==> config.mk <==
export PLATFORM = sky130hd
export DESIGN_NAME = arh_cell
export DESIGN_NICKNAME = d
export VERILOG_FILES = /design/src/sv/arh_pkg.sv /design/src/sv/arh_cell.sv
export SDC_FILE = /design/constraint.sdc
export NUM_CORES = 1
export LEC_CHECK = 0
export ABC_AREA = 0
export BUFFER_PORTS_ARGS = -buffer_cell sky130_fd_sc_hd__buf_2
export CAP_MARGIN = 0
export CORE_MARGIN = 2
export CORE_UTILIZATION = 47
export CTS_CLUSTER_DIAMETER = 30
export CTS_CLUSTER_SIZE = 12
export DETAILED_ROUTE_END_ITERATION = 6
export HOLD_SLACK_MARGIN = 0.08
export PLACE_DENSITY = 0.76
export SLEW_MARGIN = 0
export SYNTH_ARGS = -nofsm -noshare
export SYNTH_HDL_FRONTEND = slang
export SYNTH_SLANG_ARGS = --single-unit
==> constraint.sdc <==
create_clock -name clk -period 2.2 [get_ports clk]
set_input_delay 0 -clock clk [delete_from_list [all_inputs] [get_ports clk]]
set_output_delay 0 -clock clk [all_outputs]
set_load 0.1 [all_outputs]
==> src/sv/arh_pkg.sv <==
// Package for the auto-ranging histogram: sizing constants and the types
// that travel along the row of bin cells. No dependencies.
`default_nettype none

package arh_pkg;

  localparam int NUM_BINS    = 11;
  localparam int MAX_SAMPLES = 1024;

  localparam int SMP_W  = 16;                          // Q8.8 sample
  localparam int BIN_W  = $clog2(NUM_BINS);            // bin index
  localparam int CNT_W  = $clog2(MAX_SAMPLES + 1);     // sample count, bin count
  localparam int ADDR_W = $clog2(MAX_SAMPLES);         // store address
  localparam int SCL_W  = SMP_W + $clog2(NUM_BINS);    // NUM_BINS * offset
  localparam int STEP_W = $clog2(NUM_BINS + 2);        // phase step counter

  // Scaled sample moving from cell to cell
  typedef struct packed {
    logic             vld;
    logic [SCL_W-1:0] val;
  } hand_t;

  // Control broadcast to every cell
  typedef struct packed {
    logic setup;   // ripple bin edges down the row
    logic clear;   // zero the bin counters
  } ctl_t;

endpackage

`default_nettype wire

==> src/sv/arh_cell.sv <==
// One bin cell of the histogram row: holds the bin edges and the bin count,
// passes the scaled sample on to its neighbor. Depends on arh_pkg.
`default_nettype none

module arh_cell import arh_pkg::*; (
  input  logic             clk,
  input  logic             rst,
  input  ctl_t             ctl,
  input  logic             open_top,   // last bin: no upper edge
  input  logic [SMP_W-1:0] span,
  input  logic [SCL_W-1:0] lo_in,
  output logic [SCL_W-1:0] hi_out,
  input  hand_t            smp_in,
  output hand_t            smp_out,
  output logic [CNT_W-1:0] count
);

  logic [SCL_W-1:0] lo;
  logic [SCL_W-1:0] lo_next_edge;
  logic             hit;

  assign hi_out = lo_next_edge;

  // Edges: lo = neighbor's upper edge, hi = lo + span
  always_ff @(posedge clk) begin
    if (ctl.setup) begin
      lo           <= lo_in;
      lo_next_edge <= lo_in + SCL_W'(span);
    end
  end

  assign hit = smp_in.vld && (smp_in.val >= lo) &&
               (open_top || (smp_in.val < lo_next_edge));

  always_ff @(posedge clk) begin
    smp_out.val <= smp_in.val;
    if (rst) begin
      count       <= '0;
      smp_out.vld <= 1'b0;
    end else begin
      smp_out.vld <= smp_in.vld;
      if (ctl.clear) begin
        count <= '0;
      end else if (hit) begin
        count <= count + 1'b1;
      end
    end
  end

endmodule

`default_nettype wire

* After elaboration in Yosys (flattened, before gate mapping)
Index checks and enable logic that the tools add are counted.
** Storage, ports and cells
- Flip-flop bits (word level) :: 72
- Output and inout port bits :: 52
- Word-level logic and storage cells :: 13
- Bits of input ports :: 62
** Cells by class
- Reductions and logical operators :: 4
- Add/subtract/negate cells :: 2
- Order comparisons :: 2
** Operators with widths (number)
- adder 20 x 16 -> 20 bit :: 1
- greater-or-equal comparator 20 bit :: 1
- < comparator 20 bit :: 1
- adder 11 x 1 -> 11 bit (second input constant) :: 1
- logical AND 1 bit :: 2
- OR reduction 2 bit :: 1
- logical OR 1 bit :: 1

* Logic depth before layout (Yosys ltp)
- Word-level depth :: 3
- Gate-level depth with buffers :: 9
- Mapped depth without buffers :: 9

* Worst setup path before layout
Ideal clock, no wire load.
- Path type :: register -> register
- Start :: reg lo_next_edge[19] (netlist: hi_out[19])
- End :: reg count[9]
- Data required time :: 2085 ps
- Data arrival time :: 2787 ps
- Library setup time :: 115 ps
- Period minus slack after synthesis :: 2901 ps
- Path buffers :: 0
- Slack :: -701 ps
- Cell stages (with the launch flop) :: 10
- Cells stage by stage :: edfxtp_1 -> inv_1 -> ha_1 -> nor2b_2 -> nand4_1 -> or4_1 -> o221a_2 -> nand4_2 -> nor3_1 -> o21a_1
** On the way
- Cells in the longest elaborated chain, start to end :: 3
** Ends and longest elaborated chain
- start: declaration :: line arh_cell.sv:19 : logic [SCL_W-1:0] lo_next_edge;
- start signal: assignment :: line arh_cell.sv:28 : lo_next_edge <= lo_in + SCL_W'(span);
- < comparator 20 bit :: line arh_cell.sv:33 : (open_top || (smp_in.val < lo_next_edge));
- logical OR 1 bit :: line arh_cell.sv:33
- logical AND 1 bit :: line arh_cell.sv:32 : assign hit = smp_in.vld && (smp_in.val >= lo) &&
- end signal: assignment :: line arh_cell.sv:45 : count <= count + 1'b1;
- end: declaration :: line arh_cell.sv:15 : output logic [CNT_W-1:0] count
No other way between the ends.
A chain may end at the register's enable or synchronous reset.

* Worst setup path in the final report
- Start :: reg lo[17]
- End :: reg count[6]
** On the way
- Cells in the longest elaborated chain, start to end :: 3
** Ends and longest elaborated chain
- start: declaration :: line arh_cell.sv:18 : logic [SCL_W-1:0] lo;
- start signal: assignment :: line arh_cell.sv:27 : lo <= lo_in;
- greater-or-equal comparator 20 bit :: line arh_cell.sv:32
- logical AND 1 bit (2 in a row) :: line arh_cell.sv:32
No other way between the ends.

==> results.sh <==
export IMPL_rsz0062_at_grt="yes"
export IMPL_use_met3=0.0300
export IMPL_grt_max_degree=41
export IMPL_p_clk_frac=0.272
export IMPL_p_leak_nw=2.57
export IMPL_maxCapViolCount=0
export IMPL_antenna_found_initial=1
export IMPL_maxSlewViolCount=0
export IMPL_use_met1=0.276
export IMPL_grt_pass1_wl_um=15700
export IMPL_finalCritPeriodShare=1.04
export IMPL_swShare=0.375
export IMPL_status="finished with violations"
export IMPL_fin_setup_tns_ns=-0.591
export IMPL_vias=3461
export IMPL_violations="setup timing"
export IMPL_area_growth_pct=43.0
export IMPL_first_global_vias=3269
export IMPL_cts_sinks=72
export IMPL_synth_top_cells_by_area="edfxtp_1 30%, ha_1 18%, dfxtp_1 16%"
export IMPL_cp_cell_sequence="inv_1 > ha_4 > a21o_1 > a31oi_4 > a31oi_1 > o221a_4 > nand3_4 > or4_1 > a21oi_1"
export IMPL_first_pass_iters=4
export IMPL_yosys_area_top_type="edfxtp_1"
export IMPL_r2r_end="count[6]"
export IMPL_layout_commonest_cell="buf_2"
export IMPL_drt_iter0_drc=101
export IMPL_r2r_cells=9
export IMPL_drive_gt1_frac=0.321
export IMPL_ant_nets=0
export IMPL_die_w_um=95.7
export IMPL_busiest_layer="met2"
export IMPL_whs_path_depth=3
export IMPL_ys_seq_area_frac=0.466
export IMPL_remaining_drc_errors=0
export IMPL_ys_ff_latch=72
export IMPL_p_int_mw=2.65
export IMPL_worstHoldStart="span[8]"
export IMPL_p_switching_mw=1.59
export IMPL_critPathMaxFanout=6
export IMPL_crit_required_ns=2.48
export IMPL_nNetsFinal=666
export IMPL_rr_startpoint="lo[17]"
export IMPL_rows=33
export IMPL_end_kind="flip-flop"
export IMPL_critPathMaxStageDelay_ns=0.52
export IMPL_cp_start_kind="flip-flop"
export IMPL_arrival_ns=2.58
export IMPL_start_util=0.483
export IMPL_r2r_slack_ns=-0.1
export IMPL_tritoncts="yes"
export IMPL_synth_ff_type="edfxtp_1"
export IMPL_max_freq_ghz=0.435
export IMPL_pin_count=114
export IMPL_total_power_mw=4.25
export IMPL_grt_usage=0.228
export IMPL_dp_hpwl_um=7480
export IMPL_crit_slowest_cell="or4_1"
export IMPL_clock_skew_ns=0.00815
export IMPL_peakVddDrop_v=0.000325
export IMPL_seqPwrFrac=0.376
export IMPL_fillCellCount=585
export IMPL_yosys_warnings=0
export IMPL_wl_um=10600
export IMPL_die_height_um=95.7
export IMPL_setup_worst_path_start="lo[17]"
export IMPL_max_slew_margin=0.422
export IMPL_layout_common_cells="113 x buf_2, 48 x ha_1, 46 x inv_1"
export IMPL_cts_htree_levels=3
export IMPL_crit_end="count[6]"
export IMPL_synth_cells=369
export IMPL_cts_root_buf="clkbuf_8"
export IMPL_final_hold_viol_count=0
export IMPL_core_area_sq_um=8180
export IMPL_use_met2=0.391
export IMPL_netlist_area_leader_share=0.304
export IMPL_clk_latency_ns=0.35
export IMPL_holdCritPathClass="input port to flip-flop"
export IMPL_clockBufferDepth=2
export IMPL_overflow=0
export IMPL_synth_edf_count=40
export IMPL_die_area_sq_um=9150
export IMPL_place_gp_congestion=0.859
export IMPL_port_buffers=113
export IMPL_path_clk_slew_ns=0.08
export IMPL_syn_nets=488
export IMPL_setup_viol_count_final=11
export IMPL_wl_per_cell_um=16.1
export IMPL_worst_slew_pin_slew_ns=0.866
export IMPL_finalCriticalPeriod_ns=2.30
export IMPL_synthArstFlopShare=0
export IMPL_syn_area_per_cell_sq_um=10.7
export IMPL_synth_cell_types=48
export IMPL_place_area_sq_um=4750
export IMPL_vias_per_cell=5.25
export IMPL_syn_cell_area_sq_um=3950
export IMPL_comb_power_share=0.352
export IMPL_postLayoutCellArea_sq_um=5650
export IMPL_power_density_nw_per_um2=752
export IMPL_cts_buffers=9
export IMPL_preCtsSetupSlack_ns=-0.112
export IMPL_timing_final_ws_setup_ns=-0.0987
export IMPL_crit_type="flip-flop to flip-flop"
flip-flops by register name, indices dropped and copies added, names as in the netlist:
signal,flops
smp_out,21
count,11
lo,20
hi_out,20
critical path, delay by kind of cell, from the launching register on:
| kind | cells | cell delay (ns) |
|---|---|---|
| AOI/OAI and AO/OA | 5 | 0.91 |
| and+or+nand+nor | 2 | 0.63 |
| DFF | 1 | 0.33 |
| adders and majority gates | 1 | 0.28 |
| buffers and inverters | 1 | 0.08 |
Yosys cell counts (2+ instances only):
| cell | instances |
|---|---|
| o21a_1 | 4 |
| nand4_1 | 7 |
| edfxtp_1 | 40 |
| o211ai_1 | 2 |
| nor2b_2 | 2 |
| a211oi_1 | 5 |
| a21o_1 | 10 |
| dfxtp_1 | 32 |
| o31ai_1 | 3 |
| nor2_1 | 22 |
| ha_1 | 56 |
| a21oi_1 | 28 |
| xor2_1 | 9 |
| xnor2_1 | 9 |
| a31oi_1 | 4 |
| o21ai_1 | 5 |
| and3_1 | 4 |
| or2_2 | 2 |
| inv_1 | 46 |
| a221o_1 | 2 |
| nand3_1 | 6 |
| or4_1 | 3 |
| o21ai_0 | 17 |
| and2_1 | 2 |
| or3_1 | 6 |
| nor2b_1 | 2 |
| nand4b_1 | 2 |
| nand2_1 | 16 |
| nor3_1 | 4 |
area by class of cell:
type,instances,area (sq um),area share
timing repair buffer,168,1100,0.195
sequential,72,1840,0.326
multi-input combinational,250,2180,0.386
clock buffer,10,128,0.0226
antenna,2,5.00,0.000886
tap,105,131,0.0233
clock inverter,6,92.6,0.0164
inverter,46,173,0.0306
cells by family (layout without fill, tap and decap cells):
kind of cell / Yosys count / in the layout / synth area share
xor+xnor: 18 / 18 / 0.0399
mux: 1 / 1 / 0.00253
compound gates: 89 / 89 / 0.148
buf+inv: 47 / 230 / 0.0447
flops: 72 / 72 / 0.466
fa+ha+maj: 57 / 57 / 0.182
other cells: 0 / 2 / 0
simple gates: 85 / 85 / 0.116
per-stage QoR:
stage	util	hold WS [ns]	instances
after floorplan	-	0.0277	369
after global placement	0.581	0.138	595
after detailed placement	0.581	0.137	595
after CTS	0.671	0.148	656
after global routing	0.691	0.160	658
final	0.691	0.138	659
worst min-delay path by stage:
stage / endpoint / slack, ns
2_1_floorplan: smp_out[0] / 0.03
3_3_place_gp: smp_out[0] / 0.14
3_5_place_dp: smp_out[0] / 0.14
4_1_cts: hi_out[2] / 0.15
5_1_grt: hi_out[8] / 0.16
6_report: hi_out[8] / 0.14
power groups by stage:
stage          registers, mW  logic, mW  clock network, mW
6_report                1.60       1.49               1.15
4_1_cts                 1.59       1.42               1.18
3_3_place_gp            1.62       1.29                  0
5_1_grt                 1.61       1.59               1.22
3_5_place_dp            1.62       1.32                  0
2_1_floorplan           2.18      0.443                  0
per-layer routing:
layer | wire length (um) | vias to the layer above
met5 | 0 | -
met4 | 310 | 0
met3 | 437 | 26
met2 | 5570 | 102
met1 | 4270 | 1628
li1 | - | 1705
what timing repair did:
action / in CTS / in global routing
pin swaps: 13 / 11
setup buffers: 0 / 1
hold endpoints to repair: 58 / 0
gates resized for setup: 14 / 24
hold buffers: 45 / 0
endpoints found under the setup margin: 10 / 19
(Power assumes the default switching activity.)
